--- src/tpdr_pkg.sv ---
// Shared constants and types for the tach period / duty regulator.
// No dependencies; imported by tach_period_duty_regulator_top.
`timescale 1ns / 1ps
`default_nettype none
package tpdr_pkg;

  localparam int SAMPLE_W   = 12;
  localparam int PERIOD_W   = 10;
  localparam int DUTY_W     = 10;
  localparam int TICKS_W    = 10;
  localparam int CFG_IDX_W  = 2;
  localparam int CFG_DATA_W = 12;
  localparam int IN_TDATA_W  = 16;
  localparam int OUT_TDATA_W = 16;
  localparam int OUT_TUSER_W = 2;

  localparam int FULL_SCALE_DEF = 1000;
  localparam int STEP_DEF       = 1;
  localparam int KICK_STEPS     = 10;

  localparam logic [TICKS_W-1:0]  TIMEOUT_TICKS     = 10'd1000;
  localparam logic [DUTY_W-1:0]   DUTY_MAX          = 10'd1023;
  localparam logic [DUTY_W-1:0]   DUTY_RESET        = 10'd400;
  localparam logic [SAMPLE_W-1:0] THRESHOLD_RESET   = 12'h4B0;
  localparam logic [PERIOD_W-1:0] TARGET_RESET      = 10'd150;

  localparam logic [CFG_IDX_W-1:0] REG_SAMPLE_THRESHOLD = 2'd0;
  localparam logic [CFG_IDX_W-1:0] REG_TARGET_PERIOD    = 2'd1;

  typedef struct packed {
    logic              stall_kick;
    logic              mark_seen;
    logic [DUTY_W-1:0] duty;
  } tpdr_result_t;

endpackage
`default_nettype wire

--- src/tach_period_duty_regulator_top.sv ---
// Tach period / duty regulator: mark detection, period compare, duty update.
// Depends on tpdr_pkg.
//
// Usage:
//   in_*  : one sensor sample per transfer, in_tdata[11:0] = sample.
//   out_* : one result per input transfer, out_tdata[9:0] = duty,
//           out_tuser[0] = mark_seen, out_tuser[1] = stall_kick.
//   cfg_* : register writes; index 0 = sample_threshold, 1 = target_period,
//           other indexes are ignored. cfg_ready is always high.
//   The result is registered in out_r, or in the skid register while the receiver stalls.
//   Throughput: one sample per cycle while in_tready is high; the state update
//   for a sample is a single compare/add stage ahead of the result register.
//   A two-entry output buffer (result register plus skid register) lets one
//   more sample in while a result waits; in_tready drops only when both
//   entries are full, so the input stalls once a sample fills the skid register.
//   Reset (rst_n low, synchronous): duty 400, phase and tick count cleared,
//   threshold 1200, target period 150, output buffer empty.
`timescale 1ns / 1ps
`default_nettype none
module tach_period_duty_regulator_top #(
  parameter int FULL_SCALE = tpdr_pkg::FULL_SCALE_DEF,
  parameter int STEP       = tpdr_pkg::STEP_DEF
) (
  input  wire logic                               clk,
  input  wire logic                               rst_n,
  input  wire logic                               in_tvalid,
  output logic                                    in_tready,
  input  wire logic [tpdr_pkg::IN_TDATA_W-1:0]    in_tdata,   // [11:0] sample
  output logic                                    out_tvalid,
  input  wire logic                               out_tready,
  output logic [tpdr_pkg::OUT_TDATA_W-1:0]        out_tdata,  // [9:0] duty
  output logic [tpdr_pkg::OUT_TUSER_W-1:0]        out_tuser,  // [0] mark_seen, [1] stall_kick
  input  wire logic                               cfg_valid,
  output logic                                    cfg_ready,
  input  wire logic [tpdr_pkg::CFG_IDX_W-1:0]     cfg_index,
  input  wire logic [tpdr_pkg::CFG_DATA_W-1:0]    cfg_data
);
  import tpdr_pkg::*;

  localparam int SUM_W = DUTY_W + 1;
  localparam logic [DUTY_W-1:0] HI_LIM   = DUTY_W'(FULL_SCALE - STEP);
  localparam logic [DUTY_W-1:0] STEP_V   = DUTY_W'(STEP);
  localparam logic [SUM_W-1:0]  KICK_V   = SUM_W'(KICK_STEPS * STEP);

  logic [SAMPLE_W-1:0] threshold_r;
  logic [PERIOD_W-1:0] target_r;
  logic [DUTY_W-1:0]   duty_r, duty_nxt;
  logic                phase_r, phase_nxt;
  logic [TICKS_W-1:0]  ticks_r, ticks_nxt;

  tpdr_result_t out_r, skid_r, res;
  logic         out_valid_r, skid_valid_r;

  logic                in_xfer, out_load;
  logic [SAMPLE_W-1:0] sample;
  logic [TICKS_W-1:0]  ticks_inc;
  logic                above, mark, kick, in_band;
  logic [SUM_W-1:0]    duty_sum;

  assign cfg_ready = 1'b1;
  assign in_tready = !skid_valid_r;
  assign in_xfer   = in_tvalid && in_tready;
  assign out_load  = !out_valid_r || out_tready;
  assign sample    = in_tdata[SAMPLE_W-1:0];

  always_comb begin
    ticks_inc = ticks_r + TICKS_W'(1);
    above     = sample > threshold_r;
    mark      = above && !phase_r;
    phase_nxt = above;
    in_band   = (duty_r < HI_LIM) && (duty_r > STEP_V);
    kick      = !mark && (ticks_inc == TIMEOUT_TICKS);
    duty_sum  = {1'b0, duty_r};
    if (mark) begin
      if (in_band) begin
        if (ticks_inc > target_r) begin
          duty_sum = {1'b0, duty_r} + {1'b0, STEP_V};
        end else begin
          duty_sum = {1'b0, duty_r} - {1'b0, STEP_V};
        end
      end
    end else if (kick && (duty_r < HI_LIM)) begin
      duty_sum = {1'b0, duty_r} + KICK_V;
    end
    duty_nxt  = duty_sum[DUTY_W] ? DUTY_MAX : duty_sum[DUTY_W-1:0];
    ticks_nxt = (mark || kick) ? '0 : ticks_inc;
    res.duty       = duty_nxt;
    res.mark_seen  = mark;
    res.stall_kick = kick;
  end

  always_ff @(posedge clk) begin
    if (!rst_n) begin
      threshold_r <= THRESHOLD_RESET;
      target_r    <= TARGET_RESET;
    end else if (cfg_valid && cfg_ready) begin
      unique case (cfg_index)
        REG_SAMPLE_THRESHOLD: threshold_r <= cfg_data[SAMPLE_W-1:0];
        REG_TARGET_PERIOD:    target_r    <= cfg_data[PERIOD_W-1:0];
        default: ;
      endcase
    end
  end

  always_ff @(posedge clk) begin
    if (!rst_n) begin
      duty_r  <= DUTY_RESET;
      phase_r <= 1'b0;
      ticks_r <= '0;
    end else if (in_xfer) begin
      duty_r  <= duty_nxt;
      phase_r <= phase_nxt;
      ticks_r <= ticks_nxt;
    end
  end

  // result register with skid entry
  always_ff @(posedge clk) begin
    if (!rst_n) begin
      out_valid_r  <= 1'b0;
      skid_valid_r <= 1'b0;
    end else if (out_load) begin
      if (skid_valid_r) begin
        out_valid_r  <= 1'b1;
        skid_valid_r <= in_xfer;
      end else begin
        out_valid_r  <= in_xfer;
      end
    end else if (in_xfer) begin
      skid_valid_r <= 1'b1;
    end
  end

  always_ff @(posedge clk) begin
    if (out_load) begin
      if (skid_valid_r) begin
        out_r <= skid_r;
        if (in_xfer) begin
          skid_r <= res;
        end
      end else if (in_xfer) begin
        out_r <= res;
      end
    end else if (in_xfer) begin
      skid_r <= res;
    end
  end

  assign out_tvalid = out_valid_r;
  assign out_tdata  = OUT_TDATA_W'(out_r.duty);
  assign out_tuser  = {out_r.stall_kick, out_r.mark_seen};

endmodule
`default_nettype wire

--- config.mk ---
export PLATFORM = sky130hd
export DESIGN_NAME = tach_period_duty_regulator_top
export DESIGN_NICKNAME = d
export VERILOG_FILES = /design/src/tpdr_pkg.sv /design/src/tach_period_duty_regulator_top.sv
export SDC_FILE = /design/constraint.sdc
export NUM_CORES = 1
export LEC_CHECK = 0
export BUFFER_PORTS_ARGS = -buffer_cell sky130_fd_sc_hd__buf_2
export CELL_PAD_IN_SITES_DETAIL_PLACEMENT = 1
export CELL_PAD_IN_SITES_GLOBAL_PLACEMENT = 1
export CORE_ASPECT_RATIO = 0.6
export CORE_MARGIN = 5
export CORE_UTILIZATION = 44
export DETAILED_ROUTE_END_ITERATION = 10
export GPL_TIMING_DRIVEN = 0
export PLACE_DENSITY_LB_ADDON = 0.1
export SLEW_MARGIN = 10
export SYNTH_ARGS = -nofsm -noshare
export SYNTH_HDL_FRONTEND = slang
export SYNTH_SLANG_ARGS = --single-unit
--- constraint.sdc ---
create_clock -name clk -period 4.6 [get_ports clk]
set_clock_uncertainty 0.2 [all_clocks]
set_input_delay 1.15 -clock clk [delete_from_list [all_inputs] [get_ports clk]]
set_output_delay 1.15 -clock clk [all_outputs]
set_load 0.02 [all_outputs]
# Word-level counts from Yosys, hierarchy flattened
# Index checks and enable logic that the tools add are counted.
# totals
regBits	69
latchBits	0
ram_bits	0
mem_bits_ro	0
input_bits	35
output_inout_bits	21
elab_cells	56
memories	0
# classes
add_sub_neg	4
mul	0
div_mod_pow	0
magnitude_cmp	4
eq_ne	3
shifts	0
muxes	15
n_bitwise	0
reduce_logical	17
# ops
operator	count
$mux W12	5
$mux W11	4
$mux W10	2
$gt A12 B12 Y1	1
$add A10 B1 Y11 const B	1
$add A10 B4 Y11 const B	1
$sub A10 B1 Y11 const B	1
$add A10 B1 Y10 const B	1
$eq A10 B10 Y1 const B	1
$gt A10 B1 Y1 const B	1
$gt A10 B10 Y1	1
$lt A10 B10 Y1 const B	1
$reduce_and A2 Y1	3
$logic_and A1 B1 Y1	5
$logic_not A1 Y1	4
$mux W1	4
$reduce_bool A2 Y1	2
$eq A2 B1 Y1 const B	1
$logic_not A2 Y1	1
$logic_or A1 B1 Y1	2
$ne A2 B2 Y1 const B	1

# Logic depth before layout (Yosys ltp)
# logic_depth
word_depth	11
ltp_mapped	14
mapped_depth_nobuf	12

# Least setup slack after synthesis
# OpenSTA, ideal clock, no wires.
# synth_timing
path_kind	input port to flip-flop
from	input port in_tdata[2] (netlist bit)
to	register duty_r[4]
setup_ps	121
arrival_time_ps	3248
required_ps	4279
setup_slack_ps	1031
stages	10
path_buffers	1
cell_sequence	ha_1 > a21oi_1 > o22ai_1 > o21ai_0 > a311o_1 > buf_4 > inv_2 > or4_4 > a21oi_1 > mux2_2
# synth_via
elab_chain_len	8
# synth_rtl
element	line	rtl
start, declared	tach_period_duty_regulator_top.sv:28	input wire logic [tpdr_pkg::IN_TDATA_W-1:0] in_tdata,
$gt A12 B12 Y1 *	tach_period_duty_regulator_top.sv:68	above = sample > threshold_r;
$logic_and A1 B1 Y1 *	tach_period_duty_regulator_top.sv:69	mark = above && !phase_r;
$logic_not A1 Y1	tach_period_duty_regulator_top.sv:72	kick = !mark && (ticks_inc == TIMEOUT_TICKS);
$logic_and A1 B1 Y1	tach_period_duty_regulator_top.sv:72	
$logic_and A1 B1 Y1	tach_period_duty_regulator_top.sv:82	end else if (kick && (duty_r < HI_LIM)) begin
$mux W11	tach_period_duty_regulator_top.sv:82	
$mux W11 *	tach_period_duty_regulator_top.sv:74	if (mark) begin
$mux W10 *	tach_period_duty_regulator_top.sv:85	duty_nxt = duty_sum[DUTY_W] ? DUTY_MAX : duty_sum[DUTY_W-1:0];
end signal, assigned	tach_period_duty_regulator_top.sv:111	duty_r <= duty_nxt;
end, declared	tach_period_duty_regulator_top.sv:47	logic [DUTY_W-1:0] duty_r, duty_nxt;
# Mark *: on every way between the ends. The rest lies on a longest branch, timed or not.
# A chain may end at the register's enable or synchronous reset.

# Worst setup path after layout
# layout_timing
from	register ticks_r[0]
to	register out_r (netlist bit out_tdata[9]) (data pin)
# layout_via
elab_chain_len	9
word_cells_on_any_way	12
# layout_rtl
element	line	rtl
start, declared	tach_period_duty_regulator_top.sv:49	logic [TICKS_W-1:0] ticks_r, ticks_nxt;
start signal, assigned	tach_period_duty_regulator_top.sv:113	ticks_r <= ticks_nxt;
$add A10 B1 Y10 *	tach_period_duty_regulator_top.sv:67	ticks_inc = ticks_r + TICKS_W'(1);
parallel branches: the longest is 4 deep, another holds $gt A10 B10 Y1	-	
$mux W11 *	tach_period_duty_regulator_top.sv:74	
$mux W10 *	tach_period_duty_regulator_top.sv:85	
$mux W12 *	tach_period_duty_regulator_top.sv:141	end else if (in_xfer) begin
$mux W12 *	tach_period_duty_regulator_top.sv:136	if (skid_valid_r) begin
end signal, assigned	tach_period_duty_regulator_top.sv:137	out_r <= skid_r;
end signal, assigned	tach_period_duty_regulator_top.sv:142	out_r <= res;
end, declared	tach_period_duty_regulator_top.sv:51	tpdr_result_t out_r, skid_r, res;
# Every way passes the cells marked *. The select of a mux whose other input is x is not followed.

==> flow_summary.ini <==
[power]
irDropWorstVdd_v = 0.000208
p_int_mw = 1.18
p_sw_mw = 0.480
leakagePower_nw = 2.11
p_per_area_mw_per_mm2 = 314
switching_share_pct = 28.9
pwr-share-seq_pct = 41.1
p_clk_share_pct = 42.5
comb_power_share_pct = 16.4

[synth]
synthArstFlopShare_pct = 0
synth-edff-count = 24
yosys.area.top_type = dfxtp_1
ys_ff_latch = 69
synthTopCellsByArea = dfxtp_1, edfxtp_1, ha_1, nand2_1, a21boi_0
synth_top_area_share_pct = 19.7
netlist_area_mm2 = 0.00457
netlist_instances = 532
synth-main-ff-cell = dfxtp_1
yosysSeqAreaShare_pct = 35.5
ys_types = 72
syn_area_per_cell_um2 = 8.60
ys_warn_count = 0

[drt]
drtIter0Drc = 252
wire_per_inst_um = 19.9
ant_nets = 0
routed_wl_mm = 14.6
viasPerCell = 5.81
vias = 4254
drc_errors = 0
drtPass1Iterations = 5

[setup_path]
path_class = flop to flop
worstPathArrival_ns = 4.39
crit_path_top_delay_cell = a2111oi_4
cp_cell_sequence = ha_1, and2_4, nand3_2, xnor2_2, ha_1, nand4_1, a211oi_1, a2111oi_4, o21ai_1, a211oi_4, nor4b_1, a311oi_1
critPathBufInv = 0
cpMostUsedCell = ha_1
worstPathRequired_ns = 4.55
cp-start-kind = flop
path_max_fanout = 8
crit_family = compound AO/OA/AOI/OAI gates
slowest_delay_ns = 0.64
cp-end-kind = flop

[cts]
cts_buffers = 9
clock_latency_ns = 0.34
h-tree-depth = 3
cts_tree = done
cts_num_sinks = 69
cts_hold_buf = 0
clockBufferDepth = 2
clk_pin_slew_ns = 0.06
clockRootBuffer = clkbuf_16

[global_route]
grt_overflow = 0
grt_pass1_vias = 4378
antenna_found_initial = 0
grt_first_pass_wirelength_mm = 23.3
grt_max_degree = 14
track_usage_pct = 24.0

[sta]
fmax_ghz = 0.226
fin_crit_sh_pct = 96.4
rsz0062_at_grt = no
worstMarginPinSlew_ns = 1.15
finalSetupViolCount = 0
hold_viol = 0
layout_min_cycle_time_ns = 4.43
setup_tns_ns = 0
slew_headroom_pct = 22.8
drv_slew = 0

[layout]
final_common_cell = nand2_1
n_antenna_cell = 0
fin_nets = 657
drive_above_1_share_pct = 16.8
syn2layout_area_growth_pct = 15.7
finalInstanceArea_mm2 = 0.00529
final_cell_mix = nand2_1, buf_2, dfxtp_1
n_fill_cell = 1222

[floorplan]
floorplan.initialDensity_pct = 45.8
core.rowCount = 28
die_y_um = 89.0
dieArea_mm2 = 0.0126
core_area_mm2 = 0.00998
io_pins = 56
die_w_um = 142

[place]
place_area_mm2 = 0.00498
numPortBuffers = 44
gp_congestion = 0.944
dp_hpwl_mm = 11.3

[run]
max-cap-violations = 0

[run_status]
status = finished clean

[hold_path]
min_path_type = flop to flop
area by class of cell:
cell class / count / area (µm²) / area share [%]
multi-input cells: 395 / 2660 / 50.3
flip-flops and latches: 69 / 1620 / 30.7
clock buffers: 9 / 225 / 4.26
repair buffers: 44 / 220 / 4.16
plain buffers: 39 / 190 / 3.60
inverters: 34 / 128 / 2.41
clock inverters: 7 / 73.8 / 1.40
well taps: 135 / 169 / 3.19
path summary, 6_finish.rpt:
check | to | slack, ns | start | cells past startpoint
worst max register to register | out_tdata[9]$_DFFE_PP_ | 0.17 | ticks_r[0]$_SDFFE_PN0P_ | 12
worst min register to register | threshold_r[9]$_SDFFE_PN0P_ | 0.27 | threshold_r[9]$_SDFFE_PN0P_ | 2
worst min-delay path | threshold_r[9]$_SDFFE_PN0P_ | 0.27 | threshold_r[9]$_SDFFE_PN0P_ | 2
worst max-delay path | out_tdata[9]$_DFFE_PP_ | 0.17 | ticks_r[0]$_SDFFE_PN0P_ | 12
flip-flops by register name, indices dropped and copies added (netlist names):
name / count
threshold_r: 12
duty_r: 10
out_tdata: 10
phase_r: 1
ticks_r: 10
skid_r: 12
out_tuser: 2
target_r: 10
skid_valid_r: 1
out_tvalid: 1
power by group through the flow:
stage               Sequential [mW]  Clock, mW  Combinational (mW)
finish                        0.683      0.706               0.272
global route                  0.685      0.745               0.299
CTS                           0.682      0.712               0.269
detailed placement            0.695          0               0.267
global placement              0.695          0               0.256
floorplan                     0.705          0               0.163
through the flow:
step | power (mW) | util [%] | hold WS [ns] | setup slack, ns | std cells
finish | 1.66 | 53.0 | 0.268 | 0.166 | 732
global route | 1.73 | 53.0 | 0.293 | 0.0430 | 732
CTS | 1.66 | 52.9 | 0.275 | 0.151 | 732
detailed placement | 0.962 | 49.9 | 0.267 | 0.136 | 716
global placement | 0.951 | 49.9 | 0.255 | 0.170 | 716
floorplan | 0.868 | - | 0.243 | 1.03 | 537
worst register-to-register path, stage by stage (launching register included):
cell and delay, ns:
dfxtp_1 0.51, ha_1 0.38, and2_4 0.24, nand3_2 0.10, xnor2_2 0.35, ha_1 0.33, nand4_1 0.13, a211oi_1 0.10
a2111oi_4 0.64, o21ai_1 0.31, a211oi_4 0.57, nor4b_1 0.15, a311oi_1 0.23
logic make-up (layout without fill, tap and decap cells):
| logic type | count (synthesis) | after routing | synth area share, % |
|---|---|---|---|
| other | 2 | 7 | 0.164 |
| flip-flops | 69 | 69 | 35.5 |
| AND/OR/NAND/NOR | 211 | 211 | 24.1 |
| XOR/XNOR | 10 | 10 | 2.08 |
| multiplexers | 6 | 6 | 1.37 |
| adder cells (fa/ha/maj) | 30 | 30 | 8.21 |
| AO/OA/AOI/OAI | 131 | 131 | 21.6 |
| buffers and inverters | 73 | 133 | 6.95 |
per-layer routing:
layer / vias to the layer above / routed length [µm] / GRT usage (%)
met2: 119 / 5950 / 35.7
met5: - / 0 / 0
met4: 0 / 131 / 4.53
met1: 2088 / 7590 / 36.3
li1: 2036 / - / -
met3: 11 / 909 / 4.65
what timing repair did:
action	4_1_cts	5_1_grt
endpoints found under the setup margin	0	2
buffers inserted	0	0
endpoints found under the hold margin	0	0
gates resized for setup	0	1
cell usage after synthesis (5+ instances only):
master / number
dfxtp_1: 45
nand2_1: 77
o31ai_1: 6
inv_1: 32
and3_1: 6
nand3_1: 15
buf_4: 10
o211ai_1: 14
a211oi_1: 5
o21ai_0: 17
nand4_1: 9
nor4_1: 8
edfxtp_1: 24
a311oi_1: 6
clkbuf_1: 23
xnor2_1: 5
ha_1: 30
a22oi_1: 8
nor2b_1: 15
buf_2: 5
nor2_1: 33
nor3_1: 13
a21oi_1: 19
a21boi_0: 20
(Power assumes the default switching activity.)
